**config.mk**
```make
export PLATFORM = sky130hd
export DESIGN_NAME = waveform_freq_duty_amplitude_meter
export DESIGN_NICKNAME = d
export VERILOG_FILES = /design/src/design/wfm_pkg.sv /design/src/design/waveform_freq_duty_amplitude_meter.sv /design/src/design/wfm_div.sv /design/src/design/wfm_ctrl.sv /design/src/design/wfm_datapath.sv
export SDC_FILE = /design/constraint.sdc
export NUM_CORES = 1
export LEC_CHECK = 0
export BUFFER_PORTS_ARGS = -buffer_cell sky130_fd_sc_hd__buf_2
export CAP_MARGIN = 20
export CORE_ASPECT_RATIO = 0.8
export CORE_MARGIN = 1
export CORE_UTILIZATION = 60
export DETAILED_ROUTE_END_ITERATION = 8
export PLACE_DENSITY = 0.75
export SYNTH_ARGS = -nofsm -noshare
export SYNTH_HDL_FRONTEND = slang
export SYNTH_SLANG_ARGS = --single-unit
```
**constraint.sdc**
```tcl
create_clock -name clk -period 21.7 [get_ports clk]
set_clock_uncertainty 0.05 [all_clocks]
set_input_delay 3.255 -clock clk [delete_from_list [all_inputs] [get_ports clk]]
set_output_delay 3.255 -clock clk [all_outputs]
set_load 0.01 [all_outputs]
```
**src/design/wfm_pkg.sv**
```systemverilog
// Shared constants, operation codes and control types of the waveform meter.
package wfm_pkg;

  // Default ADC code width.
  localparam int SAMPLE_BITS_DEF = 10;

  // Batch counters saturate at their 17-bit maximum.
  localparam int CNT_W = 17;
  localparam logic [CNT_W-1:0] CNT_MAX = {CNT_W{1'b1}};

  // Register and result widths.
  localparam int RATE_W   = 20;
  localparam int FS_W     = 13;
  localparam int PERIOD_W = 20;
  localparam int DUTY_W   = 7;

  // Configuration register indexes.
  localparam int IDX_W = 1;
  localparam logic [IDX_W-1:0] REG_SAMPLE_RATE = 1'd0;
  localparam logic [IDX_W-1:0] REG_FULL_SCALE  = 1'd1;

  // Register reset values.
  localparam logic [RATE_W-1:0] RATE_RESET = 20'd125000;
  localparam logic [FS_W-1:0]   FS_RESET   = 13'd3000;

  // Arithmetic constants.
  localparam logic [RATE_W-1:0] ONE_MILLION = 20'd1000000;
  localparam logic [DUTY_W-1:0] DUTY_SCALE  = 7'd100;

  // Shared divider operand widths.
  localparam int DVD_W = 24;
  localparam int DVS_W = 20;

  // Division operations run by the sequencer.
  localparam int OP_W = 2;
  localparam logic [OP_W-1:0] OP_MEAN   = 2'd0;
  localparam logic [OP_W-1:0] OP_FREQ   = 2'd1;
  localparam logic [OP_W-1:0] OP_PERIOD = 2'd2;
  localparam logic [OP_W-1:0] OP_DUTY   = 2'd3;

  // Commands from the controller to the datapath.
  typedef struct packed {
    logic            accept;
    logic            load_amp;
    logic            div_start;
    logic [OP_W-1:0] div_sel;
    logic            clear;
  } wfm_cmd_t;

  // Status from the datapath to the controller.
  typedef struct packed {
    logic div_done;
    logic enough;
    logic quot_zero;
  } wfm_status_t;

  // Saturating increment of a batch counter.
  function automatic logic [CNT_W-1:0] sat_inc(input logic [CNT_W-1:0] v);
    return (v == CNT_MAX) ? v : v + 1'b1;
  endfunction

endpackage

```
**src/design/waveform_freq_duty_amplitude_meter.sv**
```systemverilog
// Top level of the waveform frequency, duty and amplitude meter.
//
//  channel   | handshake          | payload
//  ----------+--------------------+-------------------------------------------
//  sample in | start, busy        | sample, last_sample
//  config    | wr_en              | wr_index, wr_data
//  result    | done (one cycle)   | frequency_hz, period_us, amplitude_mv,
//            |                    | duty_percent, measure_error
//
// A sample word is taken with start, so a batch streams at one per clock.
// The last word of a batch starts the report: the amplitude is loaded, then
// the shared one-bit-per-cycle divider runs for one to four quotients (mean
// interval, frequency, period, duty), then the result strobe follows. Reset
// is synchronous; it returns the peaks and threshold to mid-scale and clears
// the counters. The result strobe cannot be held off.
module waveform_freq_duty_amplitude_meter import wfm_pkg::*; #(
  parameter int SAMPLE_BITS = SAMPLE_BITS_DEF
) (
  input  logic                   clk,
  input  logic                   rst,
  input  logic                   start,
  output logic                   busy,
  input  logic [SAMPLE_BITS-1:0] sample,
  input  logic                   last_sample,
  input  logic                   wr_en,
  input  logic [IDX_W-1:0]       wr_index,
  input  logic [RATE_W-1:0]      wr_data,
  output logic                   done,
  output logic [RATE_W-1:0]      frequency_hz,
  output logic [PERIOD_W-1:0]    period_us,
  output logic [FS_W-1:0]        amplitude_mv,
  output logic [DUTY_W-1:0]      duty_percent,
  output logic                   measure_error
);

  wfm_cmd_t    cmd;
  wfm_status_t status;

  wfm_ctrl u_ctrl (
    .clk         (clk),
    .rst         (rst),
    .start       (start),
    .last_sample (last_sample),
    .status      (status),
    .cmd         (cmd),
    .busy        (busy),
    .done        (done)
  );

  wfm_datapath #(
    .SAMPLE_BITS (SAMPLE_BITS)
  ) u_datapath (
    .clk           (clk),
    .rst           (rst),
    .wr_en         (wr_en),
    .wr_index      (wr_index),
    .wr_data       (wr_data),
    .sample        (sample),
    .cmd           (cmd),
    .status        (status),
    .frequency_hz  (frequency_hz),
    .period_us     (period_us),
    .amplitude_mv  (amplitude_mv),
    .duty_percent  (duty_percent),
    .measure_error (measure_error)
  );

endmodule

```
**src/design/wfm_div.sv**
```systemverilog
// Iterative restoring divider, one quotient bit per cycle.
module wfm_div import wfm_pkg::*; #(
  parameter int DW = DVD_W,
  parameter int SW = DVS_W
) (
  input  logic          clk,
  input  logic          rst,
  input  logic          start,
  input  logic [DW-1:0] dividend,
  input  logic [SW-1:0] divisor,
  output logic          done,
  output logic [DW-1:0] quotient
);

  localparam int CW = $clog2(DW);

  logic [DW-1:0] dvd;
  logic [SW-1:0] rem;
  logic [SW-1:0] dvs;
  logic [CW-1:0] count;
  logic          running;

  logic [SW:0]   trial;
  logic [SW:0]   diff;
  logic          fits;
  logic [SW-1:0] rem_next;

  // One restoring step: shift in the next dividend bit and try a subtract.
  always_comb begin
    trial    = {rem, dvd[DW-1]};
    diff     = trial - {1'b0, dvs};
    fits     = trial >= {1'b0, dvs};
    rem_next = fits ? diff[SW-1:0] : trial[SW-1:0];
  end

  // Step control: one step per dividend bit after start, then a done pulse.
  always_ff @(posedge clk) begin
    if (rst) begin
      running <= 1'b0;
      done    <= 1'b0;
      count   <= '0;
    end else begin
      done <= 1'b0;
      if (start) begin
        running <= 1'b1;
        count   <= CW'(DW - 1);
      end else if (running) begin
        count <= count - 1'b1;
        if (count == '0) begin
          running <= 1'b0;
          done    <= 1'b1;
        end
      end
    end
  end

  // Operand and remainder registers; the dividend fills with quotient bits.
  always_ff @(posedge clk) begin
    if (start) begin
      dvd <= dividend;
      dvs <= divisor;
      rem <= '0;
    end else if (running) begin
      dvd <= {dvd[DW-2:0], fits};
      rem <= rem_next;
    end
  end

  assign quotient = dvd;

endmodule

```
**src/design/wfm_ctrl.sv**
```systemverilog
// Controller: sample acceptance and the division sequence of the report.
module wfm_ctrl import wfm_pkg::*; (
  input  logic        clk,
  input  logic        rst,
  input  logic        start,
  input  logic        last_sample,
  input  wfm_status_t status,
  output wfm_cmd_t    cmd,
  output logic        busy,
  output logic        done
);

  localparam int ST_W = 3;
  localparam logic [ST_W-1:0] ST_IDLE = 3'd0;
  localparam logic [ST_W-1:0] ST_AMP  = 3'd1;
  localparam logic [ST_W-1:0] ST_GO   = 3'd2;
  localparam logic [ST_W-1:0] ST_WAIT = 3'd3;
  localparam logic [ST_W-1:0] ST_EMIT = 3'd4;

  logic [ST_W-1:0] state;
  logic [ST_W-1:0] state_next;
  logic [OP_W-1:0] op;
  logic [OP_W-1:0] op_next;

  // Next state and command decode.
  always_comb begin
    state_next  = state;
    op_next     = op;
    cmd         = '0;
    cmd.div_sel = op;
    case (state)
      ST_IDLE: begin
        if (start) begin
          cmd.accept = 1'b1;
          if (last_sample) begin
            state_next = ST_AMP;
          end
        end
      end
      ST_AMP: begin
        cmd.load_amp = 1'b1;
        op_next      = status.enough ? OP_MEAN : OP_DUTY;
        state_next   = ST_GO;
      end
      ST_GO: begin
        cmd.div_start = 1'b1;
        state_next    = ST_WAIT;
      end
      ST_WAIT: begin
        if (status.div_done) begin
          state_next = ST_GO;
          case (op)
            OP_MEAN:   op_next = status.quot_zero ? OP_DUTY : OP_FREQ;
            OP_FREQ:   op_next = status.quot_zero ? OP_DUTY : OP_PERIOD;
            OP_PERIOD: op_next = OP_DUTY;
            OP_DUTY:   state_next = ST_EMIT;
            default:   state_next = ST_EMIT;
          endcase
        end
      end
      ST_EMIT: begin
        cmd.clear  = 1'b1;
        state_next = ST_IDLE;
      end
      default: begin
        state_next = ST_IDLE;
      end
    endcase
  end

  // State registers.
  always_ff @(posedge clk) begin
    if (rst) begin
      state <= ST_IDLE;
      op    <= OP_MEAN;
    end else begin
      state <= state_next;
      op    <= op_next;
    end
  end

  assign busy = (state != ST_IDLE);
  assign done = (state == ST_EMIT);

endmodule

```
**src/design/wfm_datapath.sv**
```systemverilog
// Datapath: configuration, per-sample tracking, result registers and divider.
module wfm_datapath import wfm_pkg::*; #(
  parameter int SAMPLE_BITS = SAMPLE_BITS_DEF
) (
  input  logic                   clk,
  input  logic                   rst,
  input  logic                   wr_en,
  input  logic [IDX_W-1:0]       wr_index,
  input  logic [RATE_W-1:0]      wr_data,
  input  logic [SAMPLE_BITS-1:0] sample,
  input  wfm_cmd_t               cmd,
  output wfm_status_t            status,
  output logic [RATE_W-1:0]      frequency_hz,
  output logic [PERIOD_W-1:0]    period_us,
  output logic [FS_W-1:0]        amplitude_mv,
  output logic [DUTY_W-1:0]      duty_percent,
  output logic                   measure_error
);

  localparam int PK_W = SAMPLE_BITS + 1;
  localparam logic [PK_W-1:0] CODE_SPAN = PK_W'(2 ** SAMPLE_BITS);
  localparam logic [PK_W-1:0] CODE_MID  = PK_W'(2 ** (SAMPLE_BITS - 1));

  logic [RATE_W-1:0] sample_rate_hz;
  logic [FS_W-1:0]   full_scale_mv;

  logic [PK_W-1:0]  peak_high;
  logic [PK_W-1:0]  peak_low;
  logic [PK_W-1:0]  threshold_level;
  logic             prev_above;
  logic [CNT_W-1:0] batch_count;
  logic [CNT_W-1:0] above_count;
  logic [CNT_W-1:0] crossing_position;
  logic [CNT_W-1:0] crossing_total;
  logic [CNT_W-1:0] interval_sum;
  logic [CNT_W-1:0] mean_interval;

  logic [PK_W-1:0]  sample_ext;
  logic [CNT_W-1:0] batch_count_next;
  logic [PK_W-1:0]  peak_high_next;
  logic [PK_W-1:0]  peak_low_next;
  logic [PK_W:0]    peak_sum;
  logic             above;
  logic             falling;
  logic [CNT_W-1:0] gap;
  logic [CNT_W:0]   gap_sum;

  logic [PK_W-1:0]      span;
  logic [PK_W+FS_W-1:0] amp_prod;

  logic [DVD_W-1:0] duty_num;
  logic [DVD_W-1:0] div_dividend;
  logic [DVS_W-1:0] div_divisor;
  logic             div_done;
  logic [DVD_W-1:0] div_quotient;

  // Configuration registers.
  always_ff @(posedge clk) begin
    if (rst) begin
      sample_rate_hz <= RATE_RESET;
      full_scale_mv  <= FS_RESET;
    end else if (wr_en) begin
      case (wr_index)
        REG_SAMPLE_RATE: sample_rate_hz <= wr_data;
        REG_FULL_SCALE:  full_scale_mv  <= wr_data[FS_W-1:0];
        default: ;
      endcase
    end
  end

  // Per-sample peaks, threshold compare and crossing interval.
  always_comb begin
    sample_ext       = {1'b0, sample};
    batch_count_next = sat_inc(batch_count);
    peak_high_next   = (sample_ext > peak_high) ? sample_ext : peak_high;
    peak_low_next    = (sample_ext < peak_low) ? sample_ext : peak_low;
    peak_sum         = {1'b0, peak_high_next} + {1'b0, peak_low_next};
    above            = sample_ext > threshold_level;
    falling          = prev_above && !above;
    gap              = batch_count_next - crossing_position;
    gap_sum          = {1'b0, interval_sum} + {1'b0, gap};
  end

  // Batch tracking state; counters cleared and peaks reset after each report.
  always_ff @(posedge clk) begin
    if (rst) begin
      peak_high         <= CODE_MID;
      peak_low          <= CODE_MID;
      threshold_level   <= CODE_MID;
      prev_above        <= 1'b0;
      batch_count       <= '0;
      above_count       <= '0;
      crossing_position <= '0;
      crossing_total    <= '0;
      interval_sum      <= '0;
    end else if (cmd.clear) begin
      peak_high      <= '0;
      peak_low       <= CODE_SPAN;
      batch_count    <= '0;
      above_count    <= '0;
      crossing_total <= '0;
      interval_sum   <= '0;
    end else if (cmd.accept) begin
      batch_count     <= batch_count_next;
      peak_high       <= peak_high_next;
      peak_low        <= peak_low_next;
      threshold_level <= peak_sum[PK_W:1];
      prev_above      <= above;
      if (above) begin
        above_count <= sat_inc(above_count);
      end
      if (falling) begin
        if (crossing_total != '0) begin
          interval_sum <= gap_sum[CNT_W] ? CNT_MAX : gap_sum[CNT_W-1:0];
        end
        crossing_position <= batch_count_next;
        crossing_total    <= sat_inc(crossing_total);
      end
    end
  end

  // Peak-to-peak span scaled to millivolts.
  always_comb begin
    span     = (peak_high >= peak_low) ? (peak_high - peak_low) : '0;
    amp_prod = (PK_W + FS_W)'(span) * (PK_W + FS_W)'(full_scale_mv);
  end

  // Operand selection for the shared divider.
  always_comb begin
    duty_num = DVD_W'(above_count) * DVD_W'(DUTY_SCALE);
    case (cmd.div_sel)
      OP_MEAN: begin
        div_dividend = DVD_W'(interval_sum);
        div_divisor  = DVS_W'(crossing_total - 1'b1);
      end
      OP_FREQ: begin
        div_dividend = DVD_W'(sample_rate_hz);
        div_divisor  = DVS_W'(mean_interval);
      end
      OP_PERIOD: begin
        div_dividend = DVD_W'(ONE_MILLION);
        div_divisor  = DVS_W'(frequency_hz);
      end
      OP_DUTY: begin
        div_dividend = duty_num;
        div_divisor  = DVS_W'(batch_count);
      end
      default: begin
        div_dividend = duty_num;
        div_divisor  = DVS_W'(batch_count);
      end
    endcase
  end

  wfm_div #(
    .DW (DVD_W),
    .SW (DVS_W)
  ) u_div (
    .clk      (clk),
    .rst      (rst),
    .start    (cmd.div_start),
    .dividend (div_dividend),
    .divisor  (div_divisor),
    .done     (div_done),
    .quotient (div_quotient)
  );

  // Result registers, preset with the amplitude, filled as divisions finish.
  always_ff @(posedge clk) begin
    if (cmd.load_amp) begin
      amplitude_mv  <= FS_W'(amp_prod >> SAMPLE_BITS);
      frequency_hz  <= '0;
      period_us     <= '0;
      measure_error <= 1'b1;
    end else if (div_done) begin
      case (cmd.div_sel)
        OP_MEAN:   mean_interval <= div_quotient[CNT_W-1:0];
        OP_FREQ:   frequency_hz  <= div_quotient[RATE_W-1:0];
        OP_PERIOD: begin
          period_us     <= div_quotient[PERIOD_W-1:0];
          measure_error <= 1'b0;
        end
        OP_DUTY:   duty_percent  <= div_quotient[DUTY_W-1:0];
        default: ;
      endcase
    end
  end

  // Status back to the controller.
  always_comb begin
    status.div_done  = div_done;
    status.enough    = crossing_total >= CNT_W'(2);
    status.quot_zero = (div_quotient == '0);
  end

endmodule

```
== Word level (Yosys, flattened, before mapping) ==
Index checks and enable logic that the tools add are counted.

* Register bits after elaboration: 306
* Input bits: 36
* Logic and storage cells: 129

* Bitwise operators: 6
* $lt $le $gt $ge: 6
* Add/sub/neg operators: 10
* Multipliers: 2
* Mux-type cells: 36
* Reductions and logical operators: 27
* Eq/ne operators: 14

{| class="wikitable"
|+ Operators by type and width
! kind !! count
|-
| $pmux W24 S4 || 1
|-
| $pmux W20 S4 || 1
|-
| $mux W11 || 5
|-
| $add A17 B1 Y17 const B || 3
|-
| $eq A17 B17 Y1 const B || 3
|-
| $mux W24 || 2
|-
| $mux W17 || 2
|-
| $logic_not A24 Y1 || 1
|-
| $reduce_and A3 Y1 || 8
|-
| $mul A11 B13 Y23 || 1
|-
| $gt A10 B11 Y1 || 2
|-
| $mul A17 B5 Y22 const B || 1
|-
| $ge A21 B20 Y1 || 1
|-
| $mux W10 || 2
|-
| $mux W20 || 1
|-
| $sub A20 B20 Y20 || 1
|-
| $add A17 B17 Y18 || 1
|-
| $sub A17 B1 Y18 const B || 1
|-
| $ge A17 B2 Y1 const B || 1
|-
| $reduce_bool A17 Y1 || 1
|-
| $sub A17 B17 Y17 || 1
|-
| $add A11 B11 Y12 || 1
|-
| $mux W3 || 4
|-
| $pmux W3 S4 || 1
|-
| 28 further kinds || 55
|}

== Depth between registers and ports, before layout ==
* Word-level depth: 5
* Depth in mapped cells: 32

== Hierarchy ==
Synthesis repeated with hierarchy kept, for this count alone.

* Cell total of the unflattened synthesis: 2699
* Area, all modules: 23433.7 µm²

{| class="wikitable"
|+ By module, submodules not included
! module !! instances !! cells an instance !! area an instance (µm²)
|-
| wfm_datapath || 1 || 2255 || 18979.5
|-
| wfm_div || 1 || 404 || 4111.4
|-
| wfm_ctrl || 1 || 40 || 342.8
|}

== Worst setup path after synthesis ==
Ideal clock, no wire load.

* Path kind: register to register
* From: register u_datapath.peak_high[0]
* To: register u_datapath.amplitude_mv[11] (data pin)
* Arrival: 6815 ps
* Slack: 14573 ps
* Stages on the path, launching flop included: 30
* Data required time: 21388 ps
* Cell sequence: dfxtp_1 > inv_1 > ha_1 > inv_1 > fa_1 > a21o_1 > a21oi_1 > o21bai_1 > a21oi_1 > o21ai_0 > mux2i_1 > a31oi_1 > clkbuf_1 > nand2_1 > fa_1 > fa_1 > inv_1 > fa_1 > fa_1 > inv_1 > fa_1 > inv_1 > ha_1 > o2111ai_1 > nor2_1 > o221a_4 > o41a_1 > a31oi_4 > o21bai_1 > xor2_1

* Word-level cells in the longest chain between the ends: 3

{| class="wikitable"
|+ RTL lines
! what !! RTL line !! RTL
|-
| from (decl) || wfm_datapath.sv:27 || <nowiki>logic [PK_W-1:0] peak_high;</nowiki>
|-
| from (signal assigned) || wfm_datapath.sv:105 || <nowiki>peak_high <= peak_high_next;</nowiki>
|-
| $sub A11 B11 Y11 / $ge A11 B11 Y1 (equally long branches) || wfm_datapath.sv:124 || <nowiki>span = (peak_high >= peak_low) ? (peak_high - peak_low) : '0;</nowiki>
|-
| $mux W11 * || wfm_datapath.sv:124 ||
|-
| $mul A11 B13 Y23 * || wfm_datapath.sv:125 || <nowiki>amp_prod = (PK_W + FS_W)'(span) * (PK_W + FS_W)'(full_scale_mv);</nowiki>
|-
| net u_datapath.amp_prod[21] || wfm_datapath.sv:49 || <nowiki>logic [PK_W+FS_W-1:0] amp_prod;</nowiki>
|-
| to (signal assigned) || wfm_datapath.sv:171 || <nowiki>amplitude_mv <= FS_W'(amp_prod >> SAMPLE_BITS);</nowiki>
|-
| to (decl) || wfm_datapath.sv:15 || <nowiki>output logic [FS_W-1:0] amplitude_mv,</nowiki>
|}

The timed path passes the listed nets; every way through them passes the cells marked *.
A chain may end at the register's enable or synchronous reset.

== Final worst setup path ==
* From: register u_datapath.peak_high[0]
* To: register u_datapath.amplitude_mv[7] (data pin)

The elaborated chain is that of the path after synthesis.

==> reports/metrics.yaml <==
outcome:
  outcome: "complete, but fails checks"
  failed_checks: "DRC"
sta:
  worst_slew_pin_slew_ns: 1.09
  max_freq_mhz: 126
  period_needed_ns: 7.92
  setup_viol: 0
  slew_viol_final: 0
  relSlewSlack: 0.274
  final_hold_viol_count: 0
  fin_tns_setup_ns: 0
  min_period_over_period: 0.365
  rsz0062_at_grt: "no"
floorplan:
  start_util: 0.614
  die_h_um: 177
  die_w_um: 220
  die-area_um2: 38900
  ios: 99
  core_area_um2: 37300
  rows: 63
power:
  p_leak_nw: 11.2
  p_seq_frac: 0.227
  power_mw: 3.40
  powerDensity_nw_per_um2: 136
  p_comb_frac: 0.591
  max-vdd-ir-drop_mv: 0.206
  clock_power_share: 0.182
  sw_frac_of_total: 0.437
  p_switching_mw: 1.49
  p_int_mw: 1.91
final_layout:
  layout.cells.most_common_list: "nand2_1, inv_1, ha_1"
  num-nets-final: 3085
  drive_above_1_share: 0.0787
  mostFrequentLayoutCell: "nand2_1"
  area_delta_synth_final_pct: 8.75
worst_setup_path:
  worstSetupPathType: "register to register"
  reg2regPathDepth: 27
  crit_path_end_kind: "register"
  crit_required_ns: 21.92
  worst_setup_path_start_kind: "register"
  ff2ff_setup_slack_ns: 13.78
  timing.rr.end: "u_datapath.amplitude_mv[7]"
  cp.arrival_ns: 8.14
  cp_max_fo: 13
  r2r_start: "u_datapath.peak_high[0]"
flow_run:
  cap_violations: 0
cts:
  cts_max_level: 2
  clock-sinks: 306
  tritoncts: "built"
  numCtsBuffers: 35
  ctsResizeCount: 0
  clockBufferDepth: 3
  clk_latency_ns: 0.54
  post_cts_buffers: 0
  clk_pin_slew_ns: 0.06
  root_buffer: "clkbuf_16"
  cts_hold_buf: 0
synth:
  synth_edf_count: 81
  ys_async_sr_fraction: 0
  synth_ff_type: "dfxtp_1"
  synth-simple-area-share: 0.181
  yosysSeqAreaShare: 0.303
  synth_compound_area_frac: 0.147
  synthMuxAreaShare: 0.0197
  synth_cell_types: 84
  synth_fa_ha_area_frac: 0.223
  syn-num-nets: 3051
  synth_xor_area_frac: 0.0555
  synth_area_um2: 22900
  synth_top_family_by_area: "adder cells"
  syn_inst: 2674
  avgSynthCellArea_um2: 8.56
  synth-seq-cells: 306
  yosys_warnings: 0
worst_hold_path:
  holdPathEnd: "u_datapath.period_us[2]"
  hold_depth: 2
  min_from: "u_datapath.period_us[2]"
  hold_class: "register to register"
drt:
  vias: 19100
  routed_via_density: 5.93
  routed_wirelength_mm: 59.9
  drtAntennaViolNets: 0
  dr.pass1.iters: 9
  drc: 3
  drt_iter0_drc: 1726
  wl_per_cell_um: 18.6
placement:
  routabilityCongestion: 0.906
  hpwl_mm: 45.3
  port_buffers: 98
global_routing:
  grt_remaining_overflow: 0
  grt_pass1_wl_mm: 95.5
  grt_use_total: 0.311
  grt_antenna_before_repair: 1
  grt_pass1_vias: 18100
  grt_max_degree: 85
## per-stage QoR
| step | utilization | worst slack (ns) | hold slack [ns] | cells | cell area [µm²] |
|---|---|---|---|---|---|
| floorplan | - | 14.57 | 0.376 | 2674 | 22900 |
| global placement | 0.635 | 13.79 | 0.378 | 3154 | 23700 |
| detailed placement | 0.636 | 13.64 | 0.393 | 3155 | 23700 |
| CTS | 0.667 | 13.64 | 0.401 | 3217 | 24900 |
| global route | 0.668 | 13.36 | 0.419 | 3221 | 24900 |
| finish | 0.668 | 13.78 | 0.399 | 3221 | 24900 |
## sequential cells by signal, indices dropped and copies added, names as in the netlist, 11 cells and up
name / flops
u_datapath.above_count: 17
u_datapath.sample_rate_hz: 20
u_datapath.crossing_position: 17
u_datapath.u_div.dvs: 20
u_datapath.u_div.quotient: 24
u_datapath.mean_interval: 17
u_datapath.frequency_hz: 20
u_datapath.u_div.rem: 20
u_datapath.threshold_level: 11
u_datapath.crossing_total: 17
u_datapath.amplitude_mv: 13
u_datapath.interval_sum: 17
u_datapath.full_scale_mv: 13
u_datapath.batch_count: 17
u_datapath.peak_low: 11
u_datapath.period_us: 20
u_datapath.peak_high: 11
## kinds of logic (layout without fill, tap and decap cells)
family	count (synthesis)	after routing
AND/OR/NAND/NOR	894	894
XOR/XNOR	145	145
multiplexers	44	44
adder cells (fa/ha/maj)	341	341
other	1	2
buffers and inverters	430	489
AO/OA/AOI/OAI	513	513
flip-flops	306	306
## how the worst max path moves through the flow
stage | to | start | slack [ns] | cells past startpoint
floorplan | u_datapath.amplitude_mv[11] | u_datapath.peak_high[0] | 14.57 | 29
global placement | u_datapath.amplitude_mv[11] | u_datapath.peak_high[0] | 13.79 | 28
detailed placement | u_datapath.amplitude_mv[11] | u_datapath.peak_high[0] | 13.64 | 28
CTS | u_datapath.amplitude_mv[11] | u_datapath.peak_high[0] | 13.64 | 28
global route | u_datapath.amplitude_mv[11] | u_datapath.peak_low[8] | 13.36 | 27
finish | u_datapath.amplitude_mv[7] | u_datapath.peak_high[0] | 13.78 | 27
## cells in the mapped netlist (4+ instances only)
| cell | n | area, µm² |
|---|---|---|
| a211oi_1 | 36 | 270 |
| nor4_1 | 21 | 131 |
| nor3_1 | 40 | 200 |
| a22oi_1 | 8 | 60.1 |
| nand4_1 | 19 | 119 |
| o31ai_1 | 6 | 45.0 |
| mux2_2 | 9 | 101 |
| clkbuf_1 | 112 | 420 |
| a221oi_1 | 9 | 78.8 |
| and2_1 | 68 | 425 |
| nor2_1 | 221 | 830 |
| a21boi_0 | 6 | 45.0 |
| a222oi_1 | 17 | 170 |
| inv_1 | 305 | 1140 |
| a221o_1 | 5 | 50.1 |
| and3_1 | 17 | 106 |
| nor3b_1 | 6 | 45.0 |
| o21a_1 | 7 | 52.6 |
| and4_1 | 6 | 52.6 |
| or3_1 | 19 | 119 |
| o21ai_1 | 8 | 40.0 |
| dfxtp_1 | 225 | 4500 |
| xnor2_1 | 92 | 806 |
| o211ai_1 | 6 | 45.0 |
| a22o_1 | 5 | 43.8 |
| nand2b_1 | 16 | 100 |
| o21ai_0 | 97 | 485 |
| xor2_1 | 53 | 464 |
| nand3_1 | 40 | 200 |
| a21o_1 | 28 | 210 |
| or2_2 | 4 | 25.0 |
| buf_1 | 9 | 33.8 |
| nand4b_1 | 5 | 43.8 |
| o21bai_1 | 14 | 105 |
| nand3b_1 | 19 | 143 |
| nand2_1 | 356 | 1340 |
| a21oi_1 | 188 | 941 |
| a31oi_1 | 14 | 87.6 |
| fa_1 | 113 | 2260 |
| ha_1 | 228 | 2850 |
| edfxtp_1 | 81 | 2430 |
| nor2b_1 | 23 | 144 |
| o221a_2 | 6 | 67.6 |
| mux2i_1 | 35 | 350 |
| o221a_1 | 10 | 113 |
## layout make-up
class,instances,area (µm²)
Clock buffer,45,965
Sequential cell,306,6940
Fill cell,3093,12400
Inverter,307,1150
Multi-Input combinational cell,1938,14400
Clock inverter,17,201
Tap cell,487,609
Timing Repair Buffer,120,667
Antenna cell,1,2.50
## layer usage
metal / part of all wire / track usage / vias to the layer above
met5: 0 / 0 / -
li1: - / - / 9145
met1: 0.47 / 0.457 / 9236
met2: 0.43 / 0.461 / 639
met4: 0.023 / 0.0828 / 0
met3: 0.082 / 0.0641 / 82
## critical path, cell delays in order (launching register included)
cell	delay (ns)
dfxtp_1	0.34
inv_1	0.10
ha_1	0.41
nand4_1	0.12
nor2_1	0.14
a221o_1	0.35
a31oi_1	0.08
buf_4	0.21
nor2_1	0.84
nand2_1	0.19
fa_1	0.55
fa_1	0.44
fa_1	0.54
inv_1	0.05
fa_1	0.48
inv_1	0.06
fa_1	0.52
inv_1	0.04
ha_1	0.32
a21o_1	0.17
a21o_1	0.20
o21ai_0	0.24
nand2_1	0.10
o221a_4	0.25
o21a_1	0.22
a311o_1	0.42
a21oi_2	0.16
xnor2_1	0.08
## power groups by stage
stage / Combinational [mW] / Sequential [mW] / Clock, mW
after floorplan: 1.54 / 0.767 / 0
after global placement: 1.89 / 0.781 / 0
after detailed placement: 1.98 / 0.784 / 0
after CTS: 2.00 / 0.772 / 0.621
after global routing: 2.29 / 0.779 / 0.642
final: 2.01 / 0.773 / 0.617
Note: power is estimated with default switching activity, not from simulation.
